==> config.mk <==
export PLATFORM = sky130hd
export DESIGN_NAME = http_request_header_parser_flat
export DESIGN_NICKNAME = d
export VERILOG_FILES = /design/src/hrhp_pkg.sv /design/src/hrhp_if.sv /design/src/http_request_header_parser.sv /design/src/hrhp_parse.sv /design/src/flat_wrapper.sv
export SDC_FILE = /design/constraint.sdc
export NUM_CORES = 1
export LEC_CHECK = 0
export BUFFER_PORTS_ARGS = -buffer_cell sky130_fd_sc_hd__buf_2
export CAP_MARGIN = 20
export CORE_MARGIN = 5
export CORE_UTILIZATION = 58
export DETAILED_ROUTE_END_ITERATION = 10
export GPL_ROUTABILITY_DRIVEN = 0
export PLACE_DENSITY = 0.78
export SLEW_MARGIN = 20
export SYNTH_ARGS = -nofsm -noshare
export SYNTH_HDL_FRONTEND = slang
export SYNTH_SLANG_ARGS = --single-unit
export TNS_END_PERCENT = 5
==> constraint.sdc <==
create_clock -name clk -period 2.86 [get_ports clk]
set_input_delay 0.572 -clock clk [delete_from_list [all_inputs] [get_ports clk]]
set_output_delay 0.572 -clock clk [all_outputs]
set_load 0.05 [all_outputs]
==> src/hrhp_pkg.sv <==
// shared codes, constants and result type for the http request header parser
package hrhp_pkg;

	// input function codes
	localparam logic [1:0] FN_DATA  = 2'd0;
	localparam logic [1:0] FN_OPEN  = 2'd1;
	localparam logic [1:0] FN_CLOSE = 2'd2;

	// result status codes
	localparam logic [3:0] ST_STORED   = 4'd0;
	localparam logic [3:0] ST_CONSUMED = 4'd1;
	localparam logic [3:0] ST_COMPLETE = 4'd2;
	localparam logic [3:0] ST_SYNTAX   = 4'd3;
	localparam logic [3:0] ST_LONG     = 4'd4;
	localparam logic [3:0] ST_URI      = 4'd5;
	localparam logic [3:0] ST_IDLE     = 4'd6;
	localparam logic [3:0] ST_PAST     = 4'd7;
	localparam logic [3:0] ST_STARTED  = 4'd8;
	localparam logic [3:0] ST_REFUSED  = 4'd9;
	localparam logic [3:0] ST_RELEASED = 4'd10;

	// http response codes
	localparam logic [8:0] RC_NONE        = 9'd0;
	localparam logic [8:0] RC_BAD_REQUEST = 9'd400;
	localparam logic [8:0] RC_URI_LONG    = 9'd414;
	localparam logic [8:0] RC_HDR_LARGE   = 9'd431;

	// destination codes
	localparam logic [1:0] DST_NONE   = 2'd0;
	localparam logic [1:0] DST_METHOD = 2'd1;
	localparam logic [1:0] DST_URL    = 2'd2;
	localparam logic [1:0] DST_HEADER = 2'd3;

	// characters of interest
	localparam logic [7:0] CH_UPPER_A = 8'h41;
	localparam logic [7:0] CH_UPPER_Z = 8'h5a;
	localparam logic [7:0] CH_CR      = 8'h0d;
	localparam logic [7:0] CH_LF      = 8'h0a;
	localparam logic [7:0] CH_SPACE   = 8'h20;

	// one result word
	typedef struct packed {
		logic [3:0] status;
		logic [8:0] response_code;
		logic [1:0] dest;
		logic [9:0] dest_index;
		logic [7:0] byte_out;
	} result_t;

endpackage

==> src/hrhp_if.sv <==
// request byte and result word channel interfaces
interface hrhp_in_if;
	logic       valid;
	logic       ready;
	logic [1:0] func;
	logic [7:0] byte_in;

	modport source (output valid, output func, output byte_in, input ready);
	modport sink (input valid, input func, input byte_in, output ready);
endinterface

interface hrhp_out_if;
	logic       valid;
	logic       ready;
	logic [3:0] status;
	logic [8:0] response_code;
	logic [1:0] dest;
	logic [9:0] dest_index;
	logic [7:0] byte_out;

	modport source (output valid, output status, output response_code, output dest,
		output dest_index, output byte_out, input ready);
	modport sink (input valid, input status, input response_code, input dest,
		input dest_index, input byte_out, output ready);
endinterface

==> src/http_request_header_parser.sv <==
// top level of the http request header parser: input stage and result handshake
//
// Usage:
//   rx carries one word per handshake: func (0 data byte, 1 open, 2 close) and
//   byte_in. tx returns exactly one result word for each rx word, in order:
//   status, response_code, dest, dest_index and byte_out.
//   A word accepted on rx is held in the input stage and evaluated by the
//   parse state machine when the result register is free; its result is
//   written to the result register, and from there it drives tx.
//   Throughput is one word per cycle while tx takes its words: the phase
//   update for a byte is a single transition of the parse state machine, so
//   nothing iterates.
//   When tx is stalled the result register holds its word, the input stage
//   keeps one more word and rx.ready drops until tx takes its word.
//   Reset clears both stages; the parser starts with no request open, so data
//   bytes report idle until an open word arrives.
module http_request_header_parser #(
	parameter int METHOD_MAX = 10,
	parameter int URL_MAX    = 64,
	parameter int HEADER_MAX = 512
) (
	input logic         clk,
	input logic         arst_n,
	hrhp_in_if.sink     rx,
	hrhp_out_if.source  tx
);
	import hrhp_pkg::*;

	logic       valid_s1;
	logic [1:0] func_s1;
	logic [7:0] byte_s1;
	logic       out_valid_q;
	logic       advance, step;
	result_t    res;

	assign advance  = !out_valid_q || tx.ready;
	assign step     = valid_s1 && advance;
	assign rx.ready = !valid_s1 || advance;

	// input stage
	always_ff @(posedge clk or negedge arst_n) begin
		if (!arst_n) begin
			valid_s1 <= 1'b0;
		end else if (rx.ready) begin
			valid_s1 <= rx.valid;
		end
	end

	always_ff @(posedge clk) begin
		if (rx.valid && rx.ready) begin
			func_s1 <= rx.func;
			byte_s1 <= rx.byte_in;
		end
	end

	// result valid flag
	always_ff @(posedge clk or negedge arst_n) begin
		if (!arst_n) begin
			out_valid_q <= 1'b0;
		end else if (step) begin
			out_valid_q <= 1'b1;
		end else if (tx.ready) begin
			out_valid_q <= 1'b0;
		end
	end

	hrhp_parse #(
		.METHOD_MAX (METHOD_MAX),
		.URL_MAX    (URL_MAX),
		.HEADER_MAX (HEADER_MAX)
	) u_parse (
		.clk     (clk),
		.arst_n  (arst_n),
		.step    (step),
		.func    (func_s1),
		.byte_in (byte_s1),
		.res     (res)
	);

	assign tx.valid         = out_valid_q;
	assign tx.status        = res.status;
	assign tx.response_code = res.response_code;
	assign tx.dest          = res.dest;
	assign tx.dest_index    = res.dest_index;
	assign tx.byte_out      = res.byte_out;

	// a result word waiting on a stalled receiver must not be overwritten
	assert property (@(posedge clk) disable iff (!arst_n)
		out_valid_q && !tx.ready |=> out_valid_q && $stable(res))
		else $error("stalled result word changed");

	// the input stage is only refilled when it empties or advances
	assert property (@(posedge clk) disable iff (!arst_n)
		valid_s1 && !advance |-> !rx.ready)
		else $error("input stage overwritten while held");

	// every evaluated word produces a valid result word
	assert property (@(posedge clk) disable iff (!arst_n)
		step |=> out_valid_q)
		else $error("evaluated word lost");

endmodule

==> src/hrhp_parse.sv <==
// parse state machine: phase, field and header row counters and the result register
module hrhp_parse #(
	parameter int METHOD_MAX = 10,
	parameter int URL_MAX    = 64,
	parameter int HEADER_MAX = 512
) (
	input  logic            clk,
	input  logic            arst_n,
	input  logic            step,
	input  logic [1:0]      func,
	input  logic [7:0]      byte_in,
	output hrhp_pkg::result_t res
);
	import hrhp_pkg::*;

	localparam int HC_W = $clog2(HEADER_MAX + 1);
	localparam int FC_MAX = (URL_MAX > METHOD_MAX) ? URL_MAX : METHOD_MAX;

	typedef enum logic [3:0] {
		PH_IDLE    = 4'd0,
		PH_START   = 4'd1,
		PH_METHOD  = 4'd2,
		PH_URL     = 4'd3,
		PH_VERSION = 4'd4,
		PH_LF      = 4'd5,
		PH_CR      = 4'd6,
		PH_CRLF    = 4'd7,
		PH_CRLFCR  = 4'd8,
		PH_ROW     = 4'd9,
		PH_DONE    = 4'd10
	} phase_t;

	phase_t            phase_q, phase_d, put_ph;
	logic [7:0]        fc_q, fc_d;
	logic [HC_W-1:0]   hc_q, hc_d;
	result_t           res_q, res_d;
	logic              do_put, head_end, is_cr, is_lf, is_eol, is_upper;
	logic [HC_W+9:0]   hc_ext;

	assign is_cr    = (byte_in == CH_CR);
	assign is_lf    = (byte_in == CH_LF);
	assign is_eol   = is_cr || is_lf;
	assign is_upper = (byte_in >= CH_UPPER_A) && (byte_in <= CH_UPPER_Z);
	assign hc_ext   = {10'd0, hc_q};

	// next state and result for one word
	always_comb begin
		phase_d  = phase_q;
		fc_d     = fc_q;
		hc_d     = hc_q;
		res_d    = '0;
		res_d.status = ST_IDLE;
		do_put   = 1'b0;
		head_end = 1'b0;
		put_ph   = PH_ROW;

		case (func)
			FN_DATA: begin
				unique case (phase_q)
					PH_IDLE: begin
						res_d.status = ST_IDLE;
					end
					PH_DONE: begin
						res_d.status = ST_PAST;
					end
					PH_START, PH_METHOD: begin
						// method text, counter restarts on the first byte
						if (byte_in == CH_SPACE) begin
							res_d.status     = ST_CONSUMED;
							res_d.dest       = DST_METHOD;
							res_d.dest_index = (phase_q == PH_START) ? 10'd0 : {2'b00, fc_q};
							phase_d          = PH_URL;
							fc_d             = '0;
						end else if (!is_upper) begin
							res_d.status        = ST_SYNTAX;
							res_d.response_code = RC_BAD_REQUEST;
							phase_d             = PH_START;
							fc_d                = '0;
						end else if (phase_q == PH_METHOD && fc_q >= 8'(METHOD_MAX)) begin
							res_d.status        = ST_LONG;
							res_d.response_code = RC_HDR_LARGE;
							phase_d             = PH_START;
						end else begin
							res_d.status     = ST_STORED;
							res_d.dest       = DST_METHOD;
							res_d.dest_index = (phase_q == PH_START) ? 10'd0 : {2'b00, fc_q};
							res_d.byte_out   = byte_in;
							phase_d          = PH_METHOD;
							fc_d             = (phase_q == PH_START) ? 8'd1 : fc_q + 8'd1;
						end
					end
					PH_URL: begin
						if (byte_in == CH_SPACE) begin
							res_d.status = ST_CONSUMED;
							phase_d      = PH_VERSION;
						end else if (fc_q >= 8'(URL_MAX)) begin
							res_d.status        = ST_URI;
							res_d.response_code = RC_URI_LONG;
							phase_d             = PH_START;
						end else begin
							res_d.status     = ST_STORED;
							res_d.dest       = DST_URL;
							res_d.dest_index = {2'b00, fc_q};
							res_d.byte_out   = byte_in;
							fc_d             = fc_q + 8'd1;
						end
					end
					PH_VERSION: begin
						// version text skipped up to the first line end
						res_d.status = ST_CONSUMED;
						if (is_eol) begin
							hc_d    = '0;
							phase_d = is_cr ? PH_CR : PH_LF;
						end
					end
					PH_CR: begin
						if (is_lf) begin
							do_put = 1'b1;
							put_ph = PH_CRLF;
						end else if (is_cr) begin
							head_end = 1'b1;
						end else begin
							do_put = 1'b1;
						end
					end
					PH_LF, PH_CRLFCR: begin
						if (is_lf) head_end = 1'b1;
						else do_put = 1'b1;
					end
					PH_CRLF: begin
						if (is_cr) begin
							res_d.status = ST_CONSUMED;
							phase_d      = PH_CRLFCR;
						end else begin
							do_put = 1'b1;
						end
					end
					PH_ROW: begin
						do_put = 1'b1;
					end
					default: begin
						res_d.status        = ST_SYNTAX;
						res_d.response_code = RC_BAD_REQUEST;
						phase_d             = PH_START;
					end
				endcase

				// plain header row byte picks its line end phase
				if (do_put && put_ph == PH_ROW) begin
					if (is_cr) put_ph = PH_CR;
					else if (is_lf) put_ph = PH_LF;
				end

				// header row store
				if (do_put) begin
					phase_d = put_ph;
					if (is_eol && hc_q == '0) begin
						res_d.status = ST_CONSUMED;
					end else if (hc_q >= HC_W'(HEADER_MAX)) begin
						res_d.status        = ST_LONG;
						res_d.response_code = RC_HDR_LARGE;
						phase_d             = PH_START;
					end else begin
						res_d.status     = ST_STORED;
						res_d.dest       = DST_HEADER;
						res_d.dest_index = hc_ext[9:0];
						res_d.byte_out   = byte_in;
						hc_d             = hc_q + HC_W'(1);
					end
				end

				// blank line closes the head
				if (head_end) begin
					phase_d          = PH_DONE;
					res_d.status     = ST_COMPLETE;
					res_d.dest       = DST_HEADER;
					res_d.dest_index = hc_ext[9:0];
				end
			end
			FN_OPEN: begin
				if (phase_q != PH_IDLE) begin
					res_d.status = ST_REFUSED;
				end else begin
					res_d.status = ST_STARTED;
					phase_d      = PH_START;
				end
			end
			FN_CLOSE: begin
				res_d.status = ST_RELEASED;
				phase_d      = PH_IDLE;
			end
			default: begin
				res_d.status = ST_IDLE;
			end
		endcase
	end

	// state and result register
	always_ff @(posedge clk or negedge arst_n) begin
		if (!arst_n) begin
			phase_q <= PH_IDLE;
			fc_q    <= '0;
			hc_q    <= '0;
			res_q   <= '0;
		end else if (step) begin
			phase_q <= phase_d;
			fc_q    <= fc_d;
			hc_q    <= hc_d;
			res_q   <= res_d;
		end
	end

	assign res = res_q;

	// an error word always leaves the parser waiting for a new request line
	assert property (@(posedge clk) disable iff (!arst_n)
		$past(step) && (res_q.status == ST_SYNTAX || res_q.status == ST_LONG ||
		res_q.status == ST_URI) |-> phase_q == PH_START)
		else $error("error word without return to request start");

	// header row counter never passes its limit
	assert property (@(posedge clk) disable iff (!arst_n)
		hc_q <= HC_W'(HEADER_MAX))
		else $error("header row counter overrun");

	// method and url counter stays within the longer field
	assert property (@(posedge clk) disable iff (!arst_n)
		fc_q <= 8'(FC_MAX))
		else $error("field counter overrun");

	// a completed head is followed by the done phase
	assert property (@(posedge clk) disable iff (!arst_n)
		$past(step) && res_q.status == ST_COMPLETE |-> phase_q == PH_DONE)
		else $error("head complete without done phase");

endmodule

==> src/flat_wrapper.sv <==
// flat-port wrapper written by rule: the top's interface ports become plain ports
module http_request_header_parser_flat import hrhp_pkg::*;
#(
	parameter int METHOD_MAX = 10,
	parameter int URL_MAX    = 64,
	parameter int HEADER_MAX = 512
)
  (clk, arst_n, rx_valid, rx_func, rx_byte_in, rx_ready, tx_valid, tx_status, tx_response_code, tx_dest, tx_dest_index, tx_byte_out, tx_ready);
  hrhp_in_if rx_i ();
  hrhp_out_if tx_i ();
  input logic clk;
  input logic arst_n;
  input wire logic [$bits(rx_i.valid)-1:0] rx_valid;
  input wire logic [$bits(rx_i.func)-1:0] rx_func;
  input wire logic [$bits(rx_i.byte_in)-1:0] rx_byte_in;
  output wire logic [$bits(rx_i.ready)-1:0] rx_ready;
  output wire logic [$bits(tx_i.valid)-1:0] tx_valid;
  output wire logic [$bits(tx_i.status)-1:0] tx_status;
  output wire logic [$bits(tx_i.response_code)-1:0] tx_response_code;
  output wire logic [$bits(tx_i.dest)-1:0] tx_dest;
  output wire logic [$bits(tx_i.dest_index)-1:0] tx_dest_index;
  output wire logic [$bits(tx_i.byte_out)-1:0] tx_byte_out;
  input wire logic [$bits(tx_i.ready)-1:0] tx_ready;
  assign rx_i.valid = rx_valid;
  assign rx_i.func = rx_func;
  assign rx_i.byte_in = rx_byte_in;
  assign rx_ready = rx_i.ready;
  assign tx_valid = tx_i.valid;
  assign tx_status = tx_i.status;
  assign tx_response_code = tx_i.response_code;
  assign tx_dest = tx_i.dest;
  assign tx_dest_index = tx_i.dest_index;
  assign tx_byte_out = tx_i.byte_out;
  assign tx_i.ready = tx_ready;
  http_request_header_parser #(.METHOD_MAX(METHOD_MAX), .URL_MAX(URL_MAX), .HEADER_MAX(HEADER_MAX)) u_core (.clk(clk), .arst_n(arst_n), .rx(rx_i), .tx(tx_i));
endmodule
# == Yosys cells after proc, flatten, opt, wreduce, memory -nomap -nowiden ==
# Index checks and enable logic that the tools add are counted.
# word_totals
register_bits,67
input_bits,14
# op_classes
n_mux,75
n_addsub,2
n_lt_le_gt_ge,5
n_reduce_logical,26
eq_ne,24
# op_table
op,n
two-way mux 29 bit,3
two-way mux 4 bit,17
two-way mux 8 bit,8
two-way mux 10 bit,5
two-way mux 20 bit,2
case mux 20 bit (2 select lines),1
two-way mux 19 bit,2
two-way mux 9 bit,4
two-way mux 33 bit,1
case mux 9 bit (3 select lines),1
two-way mux 12 bit,2
case mux 4 bit (3 select lines),2
case mux 4 bit (6 select lines),1
case mux 4 bit (5 select lines),1
two-way mux 3 bit,6
equality test 4 x 3 -> 1 bit (second input constant),4
equality test 4 bit (second input constant),4
equality test 8 x 4 -> 1 bit (second input constant),2
>= comparator 8 x 7 -> 1 bit (second input constant),2
case mux 8 bit (2 select lines),1
two-way mux 1 bit,11
two-way mux 11 bit,1
adder 10 x 1 -> 10 bit (second input constant),1
>= comparator 10 bit (second input constant),1
other kinds (31),49

# == Longest topological paths before layout ==
# Gate-level depths: netlist (run 1).
# logic_depth
ltp_word,12
ltp_mapped,10
mapped_depth_nobuf,8

# == By module ==
# Synthesis (run 1) repeated with hierarchy kept, for this count alone.
# hier_totals
hier_cells,386
hier_area_um2,3734.8
# by_module_without_submodules
module,cells_each,seq_area_each_um2,area_each_um2,instances
hrhp_parse,368,1251.2,3330.7,1
http_request_header_parser,18,350.3,404.1,1

# == Worst setup path after synthesis (run 1) ==
# Ideal clock, no wire load.
# synth_path
path_type,register to register
startpoint,register u_core.byte_s1[4]
endpoint,register u_core.u_parse.fc_q[0]
path_buffers,2
setup_ps,126
slack_ps,389
t_required_ps,2734
arrival_time_ps,2345
period_less_slack_ps,2471
path_stages_with_launch,8
path_cell_list,edfxtp_1 -> or4_4 -> o22ai_2 -> nor3_1 -> or4_1 -> buf_2 -> buf_6 -> a221o_1
# synth_between
elab_chain_cells,5
# synth_lines
item,line_no,text
"start, declared",http_request_header_parser.sv:31,logic [7:0] byte_s1;
"start signal, assigned",http_request_header_parser.sv:52,byte_s1 <= rx.byte_in;
>= comparator 8 x 7 -> 1 bit / <= comparator 8 x 7 -> 1 bit (equally long branches),hrhp_parse.sv:43,assign is_upper = (byte_in >= CH_UPPER_A) && (byte_in <= CH_UPPER_Z);
logical AND 1 bit,hrhp_parse.sv:43,
two-way mux 8 bit,hrhp_parse.sv:74,end else if (!is_upper) begin
two-way mux 8 bit,hrhp_parse.sv:68,if (byte_in == CH_SPACE) begin
case mux 8 bit (2 select lines),hrhp_parse.sv:59,unique case (phase_q)
"end signal, assigned",hrhp_parse.sv:202,fc_q <= '0;
"end signal, assigned",hrhp_parse.sv:207,fc_q <= fc_d;
"end, declared",hrhp_parse.sv:34,"logic [7:0] fc_q, fc_d;"
# Several ways; a longest one is shown, not always the timed one.
# A chain may end at the register's enable or synchronous reset.

# == Worst setup path after layout (run 1) ==
# layout_path
startpoint,register u_core.byte_s1[5]
endpoint,register u_core.u_parse.phase_q[0]
# layout_between
elab_chain_cells,12
# layout_lines
item,line_no,text
equality test 8 x 4 -> 1 bit (on tied branches),"hrhp_parse.sv:40, hrhp_parse.sv:41",
two-way mux 1 bit / two-way mux 4 bit (equally long branches),"hrhp_parse.sv:120, hrhp_parse.sv:131, hrhp_parse.sv:117",
two-way mux 1 bit / two-way mux 4 bit (equally long branches),"hrhp_parse.sv:117, hrhp_parse.sv:59",
case mux 1 bit (4 select lines) / two-way mux 4 bit (equally long branches),"hrhp_parse.sv:59, hrhp_parse.sv:57",
two-way mux 1 bit / equality test 4 bit (equally long branches),"hrhp_parse.sv:57, hrhp_parse.sv:149",
logical AND 1 bit,hrhp_parse.sv:149,if (do_put && put_ph == PH_ROW) begin
two-way mux 4 bit,hrhp_parse.sv:149,
two-way mux 4 bit,hrhp_parse.sv:159,end else if (hc_q >= HC_W'(HEADER_MAX)) begin
two-way mux 4 bit,hrhp_parse.sv:157,if (is_eol && hc_q == '0) begin
two-way mux 4 bit,hrhp_parse.sv:155,if (do_put) begin
two-way mux 4 bit,hrhp_parse.sv:173,if (head_end) begin
case mux 4 bit (3 select lines),hrhp_parse.sv:57,case (func)
"end signal, assigned",hrhp_parse.sv:206,phase_q <= phase_d;
"end, declared",hrhp_parse.sv:33,"phase_t phase_q, phase_d, put_ph;"
# Several ways; a longest one is shown, not always the timed one. The select of a mux whose other input is x is not followed.

==> results.cfg, run 1 <==
[final_layout]
diodes = 0
drive_gt1_share_pct = 24.0
syn_to_final_growth_pct = 16.5
final_cell_mix = dfrtp_1 (52), buf_2 (47), nand2_1 (33)
utilization_pct = 69.9
layout_commonest_cell = dfrtp_1
nets = 437

[route]
wl_mm = 9.15
wl_per_cell_um = 18.4
drtAntennaViolNets = 0
vias = 3192
vias_per_cell = 6.44
drt_iter0_drc = 241
drt_pass1_iterations = 4
drc = 0

[synth]
async_flop_share_pct = 83.9
synth_enable_flop_cells = 10
ys_types = 64
syn_area_mm2 = 0.00355
syn_inst = 363
syn_avg_cell_area_um2 = 9.78
ys_seq_area_share_pct = 45.1
synth_fp_nets = 384
ys_ff_latch = 62
synthFlopType = dfrtp_1
yosysWarnings = 0

[timing]
finalClockSkew_ns = 0.00839
max_freq_mhz = 377
rsz0062_at_grt = false
period_share_pct = 92.8
worst_slew_pin_slew_ns = 0.682
setup_viol = 0
slew_headroom_pct = 54.1
slew_violations = 0
hold_viol_final = 0
timing.setup.tns_ns = 0
period_needed_ns = 2.65

[power]
power_density_mw_per_mm2 = 568
clock_power_share_pct = 37.1
combPwrFrac_pct = 19.9
power.internal_mw = 1.63
seqPwrFrac_pct = 42.9
power_switching_mw = 0.716
swShare_pct = 30.5
vdd.ir_drop.worst_v = 0.000361
total_leakage_power_nw = 1.78

[floorplanning]
core-area_mm2 = 0.00592
start_util_pct = 60.0
die-height_um = 88.2
io-pin-count = 49
num_rows = 28
die-area_mm2 = 0.00778
die_w_um = 88.2

[setup_path]
startpoint_type = flop
critical_path_class = flop to flop
ff2ff_path_depth = 6
arrival_ns = 2.88
required_ns = 3.09
r2r_end = u_core.u_parse.phase_q[0]
crit_path_end_kind = flop
r2r-start = u_core.byte_s1[5]
setup.worst_path.start = u_core.byte_s1[5]
critPathMaxFanout = 6
regToRegSetupSlack_ns = 0.21
crit_path_end = u_core.u_parse.phase_q[0]

[clock_network]
root_buffer = clkbuf_8
clk_pin_slew_worst_paths_ns = 0.07
h-tree-depth = 3
cts_tree = done
cts_made_buffers = 9
clk_path_buf_depth = 2
clk_latency_ns = 0.34
cts.sinks = 62
cts_setup_buffers = 0

[global_routing]
grt_pass1_wl_mm = 15.3
grt_overflow = 0
grt_max_degree = 36
antenna_found_initial = 0
grt_use_total_pct = 25.5
grt_pass1_vias = 3081

[placed_design]
place.port_buffers = 47
hpwlAfterDp_mm = 6.54

[min_path]
hold_path.class = input pin to async pin

[run_status]
status = finished, final reports clean

[job]
drv_cap = 0
[power by group through the flow]
| stage | clock [mW] | combinational, mW | sequential, mW |
|---|---|---|---|
| 6_report | 0.873 | 0.469 | 1.01 |
| 5_1_grt | 0.932 | 0.506 | 1.02 |
| 4_1_cts | 0.885 | 0.461 | 1.00 |
| 3_5_place_dp | 0 | 0.459 | 1.02 |
| 3_3_place_gp | 0 | 0.451 | 1.01 |
| 2_1_floorplan | 0 | 0.286 | 1.06 |
[cell type report]
| class | count | area (µm²) |
|---|---|---|
| Clock inverter | 2 | 35.0 |
| Clock buffer | 14 | 194 |
| Timing Repair Buffer | 65 | 370 |
| Sequential cell | 62 | 1600 |
| Tap cell | 75 | 93.8 |
| Fill cell | 435 | 1780 |
| Multi-Input combinational cell | 269 | 1810 |
| Inverter | 9 | 33.8 |
[cells by family (layout without fill, tap and decap cells)]
logic type               Yosys count  in the layout  synth area share (%)
flip-flops                        62             62                  45.1
XOR/XNOR                           1              1                 0.247
multiplexers                       9              9                  2.75
AND/OR/NAND/NOR                  130            130                  19.7
adder cells (fa/ha/maj)            7              7                  2.47
AO/OA/AOI/OAI                    121            121                  25.0
buffers and inverters             32             90                  4.65
other                              1              1                 0.106
[synthesized netlist by cell type, drive strengths merged, types with 5 or more instances]
master / number / area share [%]
a22o: 13 / 3.2
o31ai: 7 / 1.5
ha: 7 / 2.5
o21ai: 28 / 4.1
a221o: 10 / 2.8
nand2: 33 / 3.5
o31a: 5 / 1.2
a21oi: 19 / 2.7
dfrtp: 52 / 37
nand3: 10 / 1.4
nor2: 24 / 2.5
buf: 14 / 2.7
inv: 9 / 0.95
a211oi: 6 / 1.6
nand2b: 12 / 2.1
mux2: 6 / 1.9
clkbuf: 9 / 0.95
nor3: 14 / 2.0
edfxtp: 10 / 8.5
[state kept, by name (all words and copies together), names as in the netlist]
| name | cells |
|---|---|
| u_core.u_parse.res | 28 |
| u_core.u_parse.hc_q | 10 |
| u_core.byte_s1 | 8 |
| u_core.u_parse.fc_q | 8 |
| u_core.u_parse.phase_q | 4 |
| u_core.func_s1 | 2 |
| u_core.tx.valid | 1 |
| u_core.valid_s1 | 1 |
[stage by stage]
stage	instances	hold slack (ns)	power [mW]	cell area (µm²)	worst slack [ns]
floorplan	363	0.276	1.35	3550	0.389
global placement	480	0.469	1.47	3880	0.230
detailed placement	480	0.477	1.48	3880	0.106
CTS	496	0.213	2.35	4110	0.0947
global route	496	0.228	2.45	4140	0.0760
finish	496	0.212	2.35	4140	0.206
[worst max-delay path: stages (launching register included)]
cell and delay, ns:
edfxtp_1 0.51, nor4_4 0.45, nand2_1 0.22, o311ai_0 0.56, o2111ai_1 0.24, a32o_1 0.30, mux2_2 0.27
[metal layers]
layer	vias to the layer above	part of all wire, %	GRT usage [%]
met5	-	0	0
met4	0	2.4	11.1
met3	24	5.9	5.03
met2	120	49	40.0
met1	1570	43	34.7
li1	1478	-	-
[repair_timing]
item	4_1_cts	5_1_grt
hold endpoints to repair	0	0
resized for setup	0	4
hold buffers	0	0
endpoints found under the setup margin	0	13
[worst min-delay path by stage]
| stage | from | end | slack [ns] | cells past startpoint |
|---|---|---|---|---|
| floorplan | arst_n | u_core.tx.valid | 0.28 | 0 |
| global placement | u_core.u_parse.res[18] | u_core.u_parse.res[18] | 0.47 | 1 |
| detailed placement | u_core.u_parse.res[30] | u_core.u_parse.res[30] | 0.48 | 2 |
| CTS | arst_n | u_core.u_parse.hc_q[5] | 0.21 | 2 |
| global route | arst_n | u_core.u_parse.hc_q[5] | 0.23 | 2 |
| finish | arst_n | u_core.u_parse.hc_q[5] | 0.21 | 2 |
No activity file was read; power rests on OpenSTA's default activity.
==> inputs of run 2 (changes only) <==
Settings changed: CORE_MARGIN 5 to 1.
==> results.cfg, run 2 (synthesized netlist as in run 1, its figures left out) <==
[clock_network]
cts.sinks = 62
clk_path_buf_depth = 2
root_buffer = clkbuf_8
clk_latency_ns = 0.36
h-tree-depth = 3
cts_setup_buffers = 0
cts_made_buffers = 9
clk_pin_slew_worst_paths_ns = 0.08
cts_tree = done

[final_layout]
fin_area_mm2 = 0.00415
syn_to_final_growth_pct = 16.8
drive_gt1_share_pct = 24.2
diodes = 0
layout_commonest_cell = dfrtp_1
final_cell_mix = dfrtp_1 (52), buf_2 (47), nand2_1 (33)
nets = 441
largest_reg_flops = 28

[setup_path]
arrival_ns = 2.92
path_buf_inv = 2
crit_path_end_kind = flop
cpLargestDelayFamily = simple AND/OR/NAND/NOR gates
cp_slowest_cell = nor4_1
startpoint_type = flop
path_cells = buf_4 > nor2_1 > nand3_1 > nor4_1 > inv_1 > a211oi_2 > a221o_1
r2r-start = u_core.u_parse.phase_q[2]
critPathMaxFanout = 10
crit_path_end = u_core.u_parse.res[11]
required_ns = 3.14
ff2ff_path_depth = 7
r2r_end = u_core.u_parse.res[11]
regToRegSetupSlack_ns = 0.22
setup.worst_path.start = u_core.u_parse.phase_q[2]
critical_path_class = flop to flop
path_depth = 7
cpPeakStageDelay_ns = 0.59

[power]
clock_power_share_pct = 37.3
vdd.ir_drop.worst_v = 0.000387
seqPwrFrac_pct = 41.8
combPwrFrac_pct = 21.0
swShare_pct = 30.5
power_density_mw_per_mm2 = 570
power_switching_mw = 0.722
total_leakage_power_nw = 1.80
power.internal_mw = 1.64

[timing]
finalClockSkew_ns = 0.0135
setup_viol = 0
worst_slew_pin_slew_ns = 0.648
whs_ns = 0.198
setup_slack_ns = 0.225
period_needed_ns = 2.64
timing.setup.tns_ns = 0
slew_headroom_pct = 56.4
rsz0062_at_grt = false
slew_violations = 0
max_freq_mhz = 379
period_share_pct = 92.1
hold_viol_final = 0

[route]
drt_iter0_drc = 226
wl_per_cell_um = 17.7
drc = 0
vias = 3201
vias_per_cell = 6.40
drt_pass1_iterations = 5
drtAntennaViolNets = 0
wl_mm = 8.84

[placed_design]
dp_slack_ns = 0.100
hpwlAfterDp_mm = 6.22
placed_cell_area_mm2 = 0.00391
place.port_buffers = 47

[global_routing]
grt_max_degree = 36
antenna_found_initial = 0
grt_pass1_vias = 2872
grt_use_total_pct = 28.9
grt_pass1_wl_mm = 13.9
grt_overflow = 0

[floorplanning]
die_w_um = 80.2
core-area_mm2 = 0.00592
num_rows = 28
io-pin-count = 49
start_util_pct = 60.0
die-area_mm2 = 0.00644
die-height_um = 80.2

[min_path]
hold_path.class = input pin to async pin

[job]
drv_cap = 0

[run_status]
status = finished, final reports clean
-- run 2: changes by cell type in the layout (fill, tap and decap cells not counted) --
cell      before  now
buf_4         18   22
nor4b_1        1    2
nor4bb_1       2    3
nor4bb_2       1    0
nor4_4         1    0
nor4_2         0    1
nor4b_2        1    0
-- run 2: worst min-delay path by stage --
stage / from / end / slack, ns / cells past startpoint
floorplan: arst_n / u_core.tx.valid / 0.28 / 0
global placement: u_core.u_parse.res[30] / u_core.u_parse.res[30] / 0.47 / 2
detailed placement: u_core.u_parse.res[18] / u_core.u_parse.res[18] / 0.48 / 1
CTS: arst_n / u_core.u_parse.res[17] / 0.21 / 2
global route: arst_n / u_core.u_parse.hc_q[5] / 0.22 / 2
finish: arst_n / u_core.u_parse.hc_q[5] / 0.20 / 2
-- run 2: timing repair --
| item | CTS | global route |
|---|---|---|
| hold buffers | 0 | 0 |
| endpoints found under the setup margin | 0 | 1 |
| gates resized for setup | 0 | 1 |
-- run 2: stage by stage --
stage	power [mW]	cells	util (%)
6_report	2.36	500	70.0
5_1_grt	2.45	500	70.0
4_1_cts	2.36	500	69.9
3_5_place_dp	1.48	484	66.1
3_3_place_gp	1.48	484	66.1
2_1_floorplan	1.35	363	-
-- run 2: power by group through the flow --
stage,logic (mW),registers (mW),clock network [mW]
global route,0.530,0.993,0.928
detailed placement,0.481,1.00,0
global placement,0.476,1.00,0
finish,0.495,0.988,0.881
floorplan,0.286,1.06,0
CTS,0.486,0.987,0.884
-- run 2: layout make-up --
cell class | count | area, µm²
clock buffers | 14 | 194
clock inverters | 2 | 35.0
fillers | 447 | 1780
inverters | 9 | 33.8
multi-input cells | 269 | 1790
flip-flops and latches | 62 | 1600
well taps | 75 | 93.8
repair buffers | 69 | 400
-- run 2: routing by layer --
layer / vias up / global-route usage [%] / wire length, µm / share of wire (%)
li1: 1491 / - / - / -
met1: 1560 / 38.0 / 3940 / 45
met2: 132 / 46.4 / 4280 / 48
met3: 18 / 8.30 / 486 / 5.5
met4: 0 / 8.57 / 124 / 1.4
met5: - / 0 / 0 / 0
==> inputs of run 3 (changes only) <==
Settings changed: CORE_UTILIZATION 58 to 52, PLACE_DENSITY 0.78 to 0.74.
Clock period 2.86 ns to 2.4 ns, I/O delays scaled along.
==> results.cfg, run 3 (synthesized netlist as in run 1, its figures left out) <==
[placed_design]
hpwlAfterDp_mm = 6.69
placed_cell_area_mm2 = 0.00410
place.port_buffers = 47

[run_status]
violations = design-rule violations
status = finished with violations

[floorplanning]
die-height_um = 84.6
die_w_um = 84.6
die-area_mm2 = 0.00716
io-pin-count = 49
core-area_mm2 = 0.00646
num_rows = 29
start_util_pct = 55.0

[timing]
period_needed_ns = 2.34
period_share_pct = 97.5
worst_slew_pin_slew_ns = 0.713
setup_viol = 0
finalClockSkew_ns = 0.0113
whs_ns = 0.184
slew_violations = 0
rsz0062_at_grt = true
hold_viol_final = 0
max_freq_mhz = 427
slew_headroom_pct = 52.4

[setup_path]
ff2ff_path_depth = 8
crit_path_end_kind = flop
critical_path_class = flop to flop
arrival_ns = 2.63
startpoint_type = flop
required_ns = 2.69
critPathMaxFanout = 9
r2r-start = u_core.byte_s1[5]
r2r_end = u_core.u_parse.fc_q[7]
regToRegSetupSlack_ns = 0.06

[clock_network]
h-tree-depth = 3
root_buffer = clkbuf_8
clk_pin_slew_worst_paths_ns = 0.07
cts_made_buffers = 9
hold_buffers = 0
cts_tree = done
clk_latency_ns = 0.35
clk_path_buf_depth = 2
cts.sinks = 62

[job]
drv_cap = 0

[route]
vias = 3191
drt_pass1_iterations = 9
drtAntennaViolNets = 0
wl_mm = 8.76
drc = 2
drt_iter0_drc = 194
wl_per_cell_um = 16.7
vias_per_cell = 6.08

[global_routing]
grt_pass1_vias = 3036
grt_max_degree = 36
antenna_found_initial = 0
grt_use_total_pct = 25.8
grt_overflow = 0
grt_pass1_wl_mm = 14.3

[final_layout]
largest_reg_flops = 28
layout_commonest_cell = dfrtp_1
syn_to_final_growth_pct = 23.3
diodes = 0
fin_area_mm2 = 0.00438
nets = 464
utilization_pct = 67.7
drive_gt1_share_pct = 30.8
fill_cells = 514
final_cell_mix = dfrtp_1 (50), buf_2 (47), buf_4 (45)

[min_path]
hold_path.class = input pin to async pin

[power]
vdd.ir_drop.worst_v = 0.000365
total_leakage_power_nw = 1.89
power_density_mw_per_mm2 = 591
[run 3: worst max-delay path, cell delays in order (launching register included)]
cell      delay [ns]
edfxtp_1        0.45
or3b_2          0.24
nor3_2          0.04
buf_4           0.16
o31a_1          0.28
or4_4           0.57
buf_4           0.19
nor3_2          0.18
o22a_1          0.16
[run 3: worst max-delay path by stage]
stage	startpoint	end	cells past startpoint
floorplan	u_core.byte_s1[1]	u_core.u_parse.fc_q[0]	7
global placement	u_core.byte_s1[1]	u_core.u_parse.phase_q[0]	7
detailed placement	u_core.byte_s1[1]	u_core.u_parse.fc_q[5]	7
CTS	u_core.u_parse.phase_q[2]	u_core.u_parse.res[3]	6
global route	u_core.u_parse.phase_q[0]	u_core.u_parse.res[14]	8
finish	u_core.byte_s1[5]	u_core.u_parse.fc_q[7]	8
[run 3: layout make-up]
| type | instances | area (µm²) | area share (%) |
|---|---|---|---|
| Multi-Input combinational cell | 269 | 1910 | 43.6 |
| Tap cell | 77 | 96.3 | 2.20 |
| Clock inverter | 4 | 25.0 | 0.572 |
| Sequential cell | 62 | 1600 | 36.7 |
| Timing Repair Buffer | 92 | 573 | 13.1 |
| Inverter | 9 | 33.8 | 0.772 |
| Clock buffer | 12 | 135 | 3.09 |
[run 3: what timing repair did]
action | in CTS | in global routing
pin swaps | 0 | 3
gates resized for setup | 1 | 23
gates cloned | 0 | 0
endpoints found under the setup margin | 22 | 37
buffers inserted | 0 | 0
[run 3: through the flow]
stage / cells / setup slack, ns / setup TNS (ns) / power [mW]
2_1_floorplan: 363 / -0.0704 / -0.349 / 1.61
3_3_place_gp: 509 / 0.0247 / 0 / 1.80
3_5_place_dp: 509 / -0.0783 / -0.298 / 1.81
4_1_cts: 525 / -0.0478 / -0.331 / 2.58
5_1_grt: 525 / -0.0411 / -0.117 / 2.70
6_report: 525 / 0.0603 / 0 / 2.59
[run 3: power by group]
group | internal, mW | leakage [nW] | switching (mW)
logic | 0.243 | 1.02 | 0.400
clock network | 0.371 | 0.0764 | 0.395
registers | 1.12 | 0.796 | 0.0521
[run 3: routing by layer]
layer	vias to the layer above	wire length [µm]	part of all wire [%]	track usage (%)
met3	17	380	4.3	5.90
met4	0	177	2.0	11.2
li1	1533	-	-	-
met1	1558	3950	45	33.4
met5	-	0	0	0
met2	83	4250	49	41.7
